**config.mk**
```make
export PLATFORM = sky130hd
export DESIGN_NAME = ziplist_entry_decoder_top
export DESIGN_NICKNAME = d
export VERILOG_FILES = /design/src/hw/rtl/zed_pkg.sv /design/src/hw/rtl/zed_front.sv /design/src/hw/rtl/zed_back.sv /design/src/hw/rtl/ziplist_entry_decoder_top.sv
export SDC_FILE = /design/constraint.sdc
export NUM_CORES = 1
export LEC_CHECK = 0
export ABC_AREA = 1
export BUFFER_PORTS_ARGS = -buffer_cell sky130_fd_sc_hd__buf_2
export CORE_MARGIN = 2
export CORE_UTILIZATION = 56
export CTS_CLUSTER_SIZE = 40
export DETAILED_ROUTE_END_ITERATION = 7
export GPL_TIMING_DRIVEN = 0
export PLACE_DENSITY = 0.76
export SETUP_SLACK_MARGIN = 0.5
export SLEW_MARGIN = 20
export SYNTH_ARGS = -nofsm -noshare
export SYNTH_HDL_FRONTEND = slang
export SYNTH_SLANG_ARGS = --single-unit
```
**constraint.sdc**
```tcl
create_clock -name clk -period 4.55 [get_ports clk]
set_input_delay 0.455 -clock clk [delete_from_list [all_inputs] [get_ports clk]]
set_output_delay 0.455 -clock clk [all_outputs]
set_load 0.05 [all_outputs]
```
**src/hw/rtl/zed_pkg.sv**
```systemverilog
// Package for the compact-list entry decoder: payload types and codes.
// Depends on nothing.
`default_nettype none
package zed_pkg;
	localparam logic [2:0] KIND_STR   = 3'd0;
	localparam logic [2:0] KIND_EMPTY = 3'd1;
	localparam logic [2:0] KIND_INT   = 3'd2;
	localparam logic [2:0] KIND_END   = 3'd3;
	localparam logic [2:0] KIND_BAD   = 3'd4;
	localparam logic [7:0] NIBBLE_MASK = 8'h0f;
	localparam logic [7:0] BYTE_END    = 8'hff;
	localparam logic [7:0] BYTE_LONG   = 8'hfe;

	typedef struct packed {
		logic [7:0] blob_byte;
		logic       first_byte;
	} in_item_t;

	typedef struct packed {
		logic [2:0]         kind;
		logic [7:0]         text_byte;
		logic signed [63:0] int_value;
		logic               entry_done;
		logic               is_value;
	} out_item_t;

	// Queued request from the front part to the back part.
	typedef struct packed {
		logic [7:0] blob_byte;
		logic       first_byte;
	} req_t;

	typedef enum logic [6:0] {
		PH_IDLE  = 7'b0000001,
		PH_START = 7'b0000010,
		PH_SKIP  = 7'b0000100,
		PH_ENC   = 7'b0001000,
		PH_LEN   = 7'b0010000,
		PH_STR   = 7'b0100000,
		PH_INT   = 7'b1000000
	} phase_t;

	function automatic logic [3:0] int_size(input logic [7:0] enc);
		logic [3:0] n;
		case (enc)
			8'hc0: n = 4'd2;
			8'hd0: n = 4'd4;
			8'he0: n = 4'd8;
			8'hf0: n = 4'd3;
			8'hfe: n = 4'd1;
			default: n = 4'd0;
		endcase
		return n;
	endfunction
endpackage
`default_nettype wire

```
**src/hw/rtl/zed_front.sv**
```systemverilog
// Front part: takes input requests and queues them in a two-entry FIFO.
// Depends on zed_pkg.
`default_nettype none
module zed_front (
	input  wire logic             clk,
	input  wire logic             arst_n,
	input  wire logic             in_valid,
	output logic                  in_stall,
	input  wire zed_pkg::in_item_t in_item,
	output logic                  q_valid,
	input  wire logic             q_pop,
	output zed_pkg::req_t         q_req
);
	import zed_pkg::*;

	req_t       mem_q [2];
	logic       wr_q, rd_q;
	logic [1:0] cnt_q;
	logic       push;

	assign in_stall = (cnt_q == 2'd2);
	assign push     = in_valid && !in_stall;
	assign q_valid  = (cnt_q != 2'd0);
	assign q_req    = mem_q[rd_q];

	always_ff @(posedge clk) begin
		if (push) begin
			mem_q[wr_q] <= '{blob_byte: in_item.blob_byte, first_byte: in_item.first_byte};
		end
	end

	always_ff @(posedge clk or negedge arst_n) begin
		if (!arst_n) begin
			wr_q  <= 1'b0;
			rd_q  <= 1'b0;
			cnt_q <= 2'd0;
		end else begin
			if (push) wr_q <= !wr_q;
			if (q_pop) rd_q <= !rd_q;
			cnt_q <= cnt_q + {1'b0, push} - {1'b0, q_pop};
		end
	end
endmodule
`default_nettype wire

```
**src/hw/rtl/zed_back.sv**
```systemverilog
// Back part: parses queued bytes and drives a registered result slot.
// Depends on zed_pkg.
`default_nettype none
module zed_back (
	input  wire logic               clk,
	input  wire logic               arst_n,
	input  wire logic               pair_mode,
	input  wire logic               q_valid,
	output logic                    q_pop,
	input  wire zed_pkg::req_t      q_req,
	output logic                    out_valid,
	input  wire logic               out_stall,
	output zed_pkg::out_item_t      out_item
);
	import zed_pkg::*;

	phase_t     phase_q;
	logic [3:0] cnt_q;
	logic [7:0] enc_q;
	logic [31:0] len_q;
	logic [63:0] acc_q;
	logic       role_q;
	logic       ov_q;
	out_item_t  res_q;

	phase_t     ph, ph_n;
	logic [3:0] cnt, cnt_n;
	logic [7:0] enc, enc_n, b;
	logic [31:0] len, len_n;
	logic [63:0] acc, acc_n, sx;
	logic       role, role_n;
	logic       emit, ent;
	out_item_t  r;
	logic [3:0] n;

	assign q_pop     = q_valid && (!ov_q || !out_stall);
	assign out_valid = ov_q;
	assign out_item  = res_q;

	always_comb begin
		b = q_req.blob_byte;
		if (q_req.first_byte) begin
			ph = PH_START; cnt = '0; enc = '0; len = '0; acc = '0; role = 1'b0;
		end else begin
			ph = phase_q; cnt = cnt_q; enc = enc_q; len = len_q; acc = acc_q; role = role_q;
		end
		ph_n = ph; cnt_n = cnt; enc_n = enc; len_n = len; acc_n = acc; role_n = role;
		emit = 1'b0; ent = 1'b0;
		r = '0;
		n = int_size(enc);
		sx = '0;
		case (ph)
			PH_START: begin
				if (b == BYTE_END) begin
					ph_n = PH_IDLE; emit = 1'b1; r.kind = KIND_END; r.entry_done = 1'b1;
				end else if (b == BYTE_LONG) begin
					cnt_n = 4'd4; ph_n = PH_SKIP;
				end else begin
					ph_n = PH_ENC;
				end
			end
			PH_SKIP: begin
				cnt_n = cnt - 4'd1;
				if (cnt_n == 4'd0) ph_n = PH_ENC;
			end
			PH_ENC: begin
				enc_n = b;
				case (b[7:6])
					2'b00: begin
						len_n = {26'd0, b[5:0]};
						if (b[5:0] == 6'd0) begin
							emit = 1'b1; ent = 1'b1; r.kind = KIND_EMPTY; r.entry_done = 1'b1;
						end else begin
							ph_n = PH_STR;
						end
					end
					2'b01: begin
						len_n = {18'd0, b[5:0], 8'd0}; cnt_n = 4'd1; ph_n = PH_LEN;
					end
					2'b10: begin
						len_n = '0; cnt_n = 4'd4; ph_n = PH_LEN;
					end
					default: begin
						if (b inside {[8'hf1:8'hfd]}) begin
							emit = 1'b1; ent = 1'b1; r.kind = KIND_INT; r.entry_done = 1'b1;
							r.int_value = {60'd0, (b[3:0] & NIBBLE_MASK[3:0]) - 4'd1};
						end else if (int_size(b) != 4'd0) begin
							acc_n = '0; cnt_n = '0; ph_n = PH_INT;
						end else begin
							ph_n = PH_IDLE; emit = 1'b1; r.kind = KIND_BAD; r.entry_done = 1'b1;
						end
					end
				endcase
			end
			PH_LEN: begin
				if (enc[7:6] == 2'b01) len_n = len | {24'd0, b};
				else len_n = {len[23:0], b};
				cnt_n = cnt - 4'd1;
				if (cnt_n == 4'd0) begin
					if (len_n == 32'd0) begin
						emit = 1'b1; ent = 1'b1; r.kind = KIND_EMPTY; r.entry_done = 1'b1;
					end else begin
						ph_n = PH_STR;
					end
				end
			end
			PH_STR: begin
				len_n = len - 32'd1;
				emit = 1'b1; ent = 1'b1; r.kind = KIND_STR; r.text_byte = b;
				r.entry_done = (len_n == 32'd0);
			end
			PH_INT: begin
				if (n == 4'd0 || cnt >= 4'd8) begin
					ph_n = PH_IDLE; emit = 1'b1; r.kind = KIND_BAD; r.entry_done = 1'b1;
				end else begin
					acc_n = acc | ({56'd0, b} << {cnt[2:0], 3'b000});
					cnt_n = cnt + 4'd1;
					if (cnt_n >= n) begin
						case (n)
							4'd1: sx = {{56{acc_n[7]}}, acc_n[7:0]};
							4'd2: sx = {{48{acc_n[15]}}, acc_n[15:0]};
							4'd3: sx = {{40{acc_n[23]}}, acc_n[23:0]};
							4'd4: sx = {{32{acc_n[31]}}, acc_n[31:0]};
							default: sx = acc_n;
						endcase
						emit = 1'b1; ent = 1'b1; r.kind = KIND_INT; r.entry_done = 1'b1;
						r.int_value = sx;
					end
				end
			end
			default: ;
		endcase
		r.is_value = ent && pair_mode && role;
		if (ent && r.entry_done) begin
			role_n = !role; ph_n = PH_START;
		end
	end

	always_ff @(posedge clk) begin
		if (q_pop && emit) res_q <= r;
	end

	always_ff @(posedge clk or negedge arst_n) begin
		if (!arst_n) begin
			phase_q <= PH_START; cnt_q <= '0; enc_q <= '0; len_q <= '0;
			acc_q <= '0; role_q <= 1'b0; ov_q <= 1'b0;
		end else begin
			if (q_pop) begin
				phase_q <= ph_n; cnt_q <= cnt_n; enc_q <= enc_n; len_q <= len_n;
				acc_q <= acc_n; role_q <= role_n;
				ov_q <= emit;
			end else if (!out_stall) begin
				ov_q <= 1'b0;
			end
		end
	end
endmodule
`default_nettype wire

```
**src/hw/rtl/ziplist_entry_decoder_top.sv**
```systemverilog
// Top level of the compact-list entry decoder: front queue and back parser.
// Depends on zed_pkg, zed_front and zed_back.
// Path: an accepted byte is queued in the front FIFO, then parsed into the back part's registered result slot.
// Throughput: one byte per cycle while neither side stalls; the back parser updates its state on each popped byte.
// Reset clears the queue, the parser state and pair_mode.
`default_nettype none
module ziplist_entry_decoder_top (
	input  wire logic               clk,
	input  wire logic               arst_n,
	input  wire logic               cfg_we,
	input  wire logic               cfg_wdata,
	input  wire logic               in_valid,
	output logic                    in_stall,
	input  wire zed_pkg::in_item_t  in_item,
	output logic                    out_valid,
	input  wire logic               out_stall,
	output zed_pkg::out_item_t      out_item
);
	import zed_pkg::*;

	logic pair_mode_q;
	logic q_valid, q_pop;
	req_t q_req;

	always_ff @(posedge clk or negedge arst_n) begin
		if (!arst_n) pair_mode_q <= 1'b0;
		else if (cfg_we) pair_mode_q <= cfg_wdata;
	end

	zed_front u_front (
		.clk, .arst_n, .in_valid, .in_stall, .in_item, .q_valid, .q_pop, .q_req
	);

	zed_back u_back (
		.clk, .arst_n, .pair_mode(pair_mode_q), .q_valid, .q_pop, .q_req,
		.out_valid, .out_stall, .out_item
	);
endmodule
`default_nettype wire

```
# Word-level counts from Yosys, hierarchy flattened
# Memory sizes are Yosys's and may differ from the RTL's.
# Index checks and enable logic that the tools add are counted.
# op_classes
add_sub_neg,6
n_lt_le_gt_ge,4
eq_ne,26
shifts,1
mux,77
n_bitwise,2
reduce_logical,26
# ops
op,count
2-to-1 mux 64 bit,7
one-hot mux 64 bit (2 select lines),2
one-hot mux 64 bit (4 select lines),1
one-hot mux 32 bit (3 select lines),2
2-to-1 mux 32 bit,3
== test 8 bit (second input constant),11
2-to-1 mux 65 bit,1
zero test 32 bit,2
OR 64 bit,1
<< shifter 8 x 6 -> 64 bit,1
2-to-1 mux 7 bit,9
2-to-1 mux 4 bit,12
one-hot mux 4 bit (5 select lines),2
one-hot mux 7 bit (5 select lines),1
OR 32 x 8 -> 32 bit,1
subtractor 32 x 1 -> 32 bit (second input constant),1
2-to-1 mux 1 bit,20
2-to-1 mux 8 bit,2
one-hot mux 4 bit (4 select lines),1
one-hot mux 7 bit (2 select lines),1
one-hot mux 3 bit (4 select lines),1
one-hot mux 4 bit (3 select lines),1
one-hot mux 1 bit (5 select lines),2
2-to-1 mux 3 bit,3
other kinds (34),54
# word_totals
ff_bits,199
ram_bits,18
input_bits,15
out_inout_bits,79
mem_count,1
# mem_list
memory,words,width,rd,rd_ports_with_merged_regs,wr,line,rtl
u_front.mem_q,2,9,1,0,1,zed_front.sv:16,req_t mem_q [2];

# Depth between registers and ports, before layout
# An unclocked memory read counts as a cell.
# depth
word_depth,13
mapped_depth,24

# Modules after synthesis
# From an unflattened synthesis, not the netlist that was laid out.
# unflattened
cells_unflattened,1793
area_unflattened_um2,13415.4
# by_module_without_submodules
mod,n_inst,cells_each,area_per_inst_um2
zed_back,1,1713,12472.0
zed_front,1,75,903.4
ziplist_entry_decoder_top,1,5,40.0

# Least setup slack after synthesis
# Ideal clock, no wire load.
# synth_timing
kind,register to register
startpoint,register u_front.rd_q
endpoint,register u_back.res_q (netlist bit u_back.out_item[0]) (enable)
setup_time_ns,0.431
arrival_ns,4.229
required_time_ns,4.119
setup_slack_ns,-0.110
path_stages_with_launch,24
n_path_buf,3
path_cell_list,dfrtp_1 -> inv_2 -> nand2_2 -> nand2_4 -> buf_6 -> nand2_1 -> buf_2 -> buf_1 -> inv_1 -> ha_1 -> xor2_1 -> ha_1 -> nand2_1 -> inv_1 -> o21ai_0 -> nand2_1 -> a31oi_1 -> inv_1 -> a22oi_1 -> nand2_1 -> nor2_2 -> nand2_1 -> nand2_1 -> inv_1
# synth_via
elab_chain_len,12
# synth_rtl
element,line,rtl
"start, declared",zed_front.sv:17,"logic wr_q, rd_q;"
"start signal, assigned",zed_front.sv:39,if (q_pop) rd_q <= !rd_q;
memory (2 x 9 bit) (*),n/a,
== test 8 bit,zed_pkg.sv:45,case (enc)
one-hot mux 4 bit (5 select lines),zed_pkg.sv:45,
2-to-1 mux 4 bit,zed_back.sv:84,if (b inside {[8'hf1:8'hfd]}) begin
2-to-1 mux 4 bit,zed_back.sv:68,case (b[7:6])
2-to-1 mux 4 bit,zed_back.sv:52,case (ph)
nonzero test 4 bit,zed_back.sv:87,end else if (int_size(b) != 4'd0) begin
2-to-1 mux 1 bit,zed_back.sv:87,
2-to-1 mux 1 bit,zed_back.sv:84,
one-hot mux 1 bit (2 select lines),zed_back.sv:68,
one-hot mux 1 bit (5 select lines) (*),zed_back.sv:52,
logical AND 1 bit (*),zed_back.sv:140,if (q_pop && emit) res_q <= r;
"end signal, assigned",zed_back.sv:140,
"end, declared",zed_back.sv:24,out_item_t res_q;
# Every way passes the cells marked *; elsewhere a longest branch is shown, timed or not. The select of a mux whose other input is x is not followed.
# A chain may end at the register's enable or synchronous reset.

==> results summary <==
The run finished with clean final reports. The minimum clock period after layout is ~4 ns. The highest achievable clock rate came out at 0.254 GHz. Cells fill 66.1% of the core in the end. The wire length of the first global-routing pass is 80600 µm. The cell sitting at the root of the clock tree is a sky130_fd_sc_hd__clkbuf_16. Compared with the post-synthesis result, the final layout area differs by 15.4%. The first detailed-routing pass took 6 iterations.

The pin count of the biggest net entering global routing is between 80 and 90. In this run the horizontal extent of the chip is 159 µm. The CTS tree is yes. Global routing finished with a remaining overflow of 0. The H-tree level count is 1. The maximum number of buffers from clock root to sink came out at 3. The design draws 10.4 mW. In this run the core area contains 56 standard-cell rows. The top-level port count came out at 94.

The routability congestion estimate came out at 1.04. The top cell types in the final layout, fill and taps aside, are 516 x sky130_fd_sc_hd__nand2_1, 210 x sky130_fd_sc_hd__o21ai_0, 192 x sky130_fd_sc_hd__nor2_1. The die covers 25400 µm².

The leakage power summed over all cells came out at about 7.7 nW. The synthesized cell area is 13500 µm². In this run the worst hold path is classified as input port to register. The net total in the final layout is 2004. The max-cap check violation count came out at 0. The worst-case setup slack after placement is ~0.11 ns. The antenna violation net count after detailed routing is 0. The max-slew headroom at the worst pin came out at 21.3%.

The number of warning messages in the yosys log came out at 0. The element type at the critical path start is a register. The number of clock sinks is 217. The number of port buffers came out at between 90 and 100.

The detailed-route via count is 14700. The share of the yosys chip area belonging to registers came out at a little over two fifths. The most used flip-flop cell after synthesis is sky130_fd_sc_hd__dfrtp_1. At the later pin of the worst-skew pair, clock insertion delay measures approximately 0.54 ns. The final-report hold violation count came out at 0. The worst-margin pin slew came out at ~1.2 ns. The via count of the first global-routing pass is 13800.

Setup violations remaining at the end of the flow were counted as 0. The final clock skew came out at 0.0164 ns. The peak ir drop on the vdd network is 444 µV. The register-to-register setup slack is between 0.6 and 0.7 ns. The largest fanout on the critical path came out at 16. The global-route usage over all layers came out at 41.2%. The number of cells produced by synthesis came out at ~1800. The vertical extent of the die is around 160 µm.

The number of remaining DRC errors is 0. The overall routed net length came out at 54400 µm. STA classifies the critical path endpoint as a register.

Walking the worst path, the cells encountered are clkinv_4 -> buf_4 -> buf_4 -> or2_2 -> o21a_1 -> ha_1 -> inv_1 -> nor3_1 -> nand2_1 -> o21ai_0 -> nand2_1 -> a22oi_2 -> nand2_2 -> nor2_4 -> nand2_2 -> nand2_2 -> clkinvlp_4 -> buf_4 -> clkbuf_16. The required time at the endpoint of the critical path came out at 4.84 ns. Among all stages on the critical path, the largest delay is contributed by sky130_fd_sc_hd__o21a_1. The synthesized area divided by synthesized cell count came out at about 7.4 µm². The post-route netlist has 13.4% of its cells at a drive strength greater than 1. By startpoint and endpoint, the worst setup path is classified as register to register. In the routed layout, each cell is associated on average with a via count of 6.35. The number of enable flip-flop cells after synthesis came out at 95. In the final routed layout, each cell accounts on average for 23.5 µm. Setup repair after global routing left no endpoint under its margin. The cell family contributing the most delay on the critical path is simple AND/OR/NAND/NOR gates. Yosys mapped the design onto 50 distinct sky130hd cell types.

The most frequent standard cell in the layout excluding fill and tap cells is sky130_fd_sc_hd__nand2_1. The flop and latch count out of synthesis is 217. The DRC marker count from the first detailed-route iteration is 2225. The post-layout worst setup margin came out at roughly 0.62 ns.

The number of buffers and inverters on the critical path is 7. The estimated wirelength of the detail-placed design is 39300 µm. The arrival time reported for the critical path endpoint is roughly 4.2 ns.

The final critical-path share of the clock period is 86.4%. The number of antenna violations at the first check in global routing was 2. The number of slew-limit violations in the final report is 0. After clock tree synthesis, the clock-pin slew on the worst setup and hold paths is around 0.070 ns. Dividing total power by cell area gives a power density of 664 nW/µm².

The net count after synthesis came out at 1865. For this configuration, the core starts out at a cell density of 57.3%. The biggest cell delay along the critical path came out at 0.51 ns.

The clock buffer count from CTS came out at 24. The async set-reset flop share out of synthesis is 56.2%. The floorplan step defined a core boundary enclosing 23600 µm².
==> final cells by class <==
type	count	area (µm²)
fill	2043	8000
sequential	217	5910
clock buffer	35	683
antenna	4	10.0
tap	319	399
timing repair buffer	113	749
clock inverter	9	77.6
buffer	93	514
inverter	163	627
multi-input combinational	1358	6640
==> kinds of logic after synthesis <==
group	count (synthesis)	synth area share, %
adders and majority gates	19	1.76
muxes	1	0.0833
xor gates and xnor gates	8	0.518
DFF	217	43.7
AOI/OAI and AO/OA	421	17.4
and+or+nand+nor	909	28.6
buffers and inverters	256	7.97
==> synth_stat cells (all sizes together), types with 2 or more instances <==
| cell type | instances | share of area (%) |
|---|---|---|
| a22o | 8 | 0.52 |
| o21bai | 2 | 0.19 |
| edfxtp | 95 | 21 |
| a31oi | 7 | 0.32 |
| or2 | 5 | 0.23 |
| xnor2 | 2 | 0.13 |
| nand2 | 535 | 15 |
| xor2 | 6 | 0.39 |
| o21ai | 226 | 8.4 |
| nand3 | 86 | 3.5 |
| nor2 | 208 | 6.1 |
| o211ai | 2 | 0.11 |
| dfrtp | 121 | 22 |
| a211oi | 4 | 0.22 |
| o22a | 5 | 0.32 |
| ha | 19 | 1.8 |
| inv | 161 | 4.5 |
| o22ai | 37 | 1.7 |
| a22oi | 4 | 0.22 |
| nor3 | 10 | 0.44 |
| nand3b | 2 | 0.11 |
| a21oi | 105 | 3.9 |
| clkinv | 2 | 0.056 |
| nand4 | 63 | 3.0 |
| o2111ai | 2 | 0.13 |
| o32ai | 7 | 0.45 |
| o32a | 6 | 0.44 |
| clkbuf | 46 | 1.3 |
| buf | 47 | 2.2 |
| o21a | 4 | 0.22 |
==> sequential cells by signal, indices dropped and copies added (netlist names) <==
signal	count
u_front.wr_q	1
u_back.acc_q	64
u_back.len_q	32
u_back.out_valid	1
u_front.mem_q	18
u_back.cnt_q	4
pair_mode_q	1
u_back.enc_q	8
u_back.out_item	77
u_back.phase_q	7
u_front.rd_q	1
u_back.role_q	1
u_front.cnt_q	2
==> timing repair <==
item                                   4_1_cts  5_1_grt
setup endpoints to repair                   68       88
resized for setup                            3       29
endpoints found under the hold margin       42        0
pin swaps                                    0       11
cloned                                       0        4
buffers inserted                             1       11
hold buffers                                 1        0
==> routing by layer <==
layer / vias up / part of all wire [%] / global-route usage (%)
met4: 4 / 5.9 / 20.4
met1: 6875 / 38 / 54.1
met3: 227 / 12 / 11.0
li1: 6456 / - / -
met2: 1102 / 44 / 63.3
met5: - / 0.070 / 0
==> stage by stage <==
step                instances  instance area, µm²  hold slack (ns)  setup TNS (ns)
detailed placement       2246               14500            0.372               0
global placement         2243               14400            0.462          -58.07
global route             2307               15600           0.0965               0
finish                   2311               15600            0.101               0
CTS                      2292               15300           0.0962               0
floorplan                1831               13600            0.159               0
==> worst paths after layout <==
path	startpoint	to	depth (start not counted)
worst max-delay path	u_front.rd_q$_DFFE_PN0P_	u_back.out_item[52]$_DFFE_PP_	19
worst min-delay path	in_item[2]	u_front.mem_q[0][2]$_DFFE_PP_	1
worst max register to register	u_front.rd_q$_DFFE_PN0P_	u_back.out_item[52]$_DFFE_PP_	19
worst min register to register	u_back.acc_q[54]$_DFFE_PN0P_	u_back.acc_q[54]$_DFFE_PN0P_	2
max in group asynchronous	arst_n	u_front.rd_q$_DFFE_PN0P_	3
min in group asynchronous	arst_n	u_back.acc_q[6]$_DFFE_PN0P_	2
==> where the power goes <==
part | total (mW) | internal [mW] | switching [mW]
Sequential | 2.60 | 2.36 | 0.245
Combinational | 5.80 | 1.48 | 4.32
Clock | 1.95 | 1.10 | 0.854
Note: power is estimated with default switching activity, not from simulation.
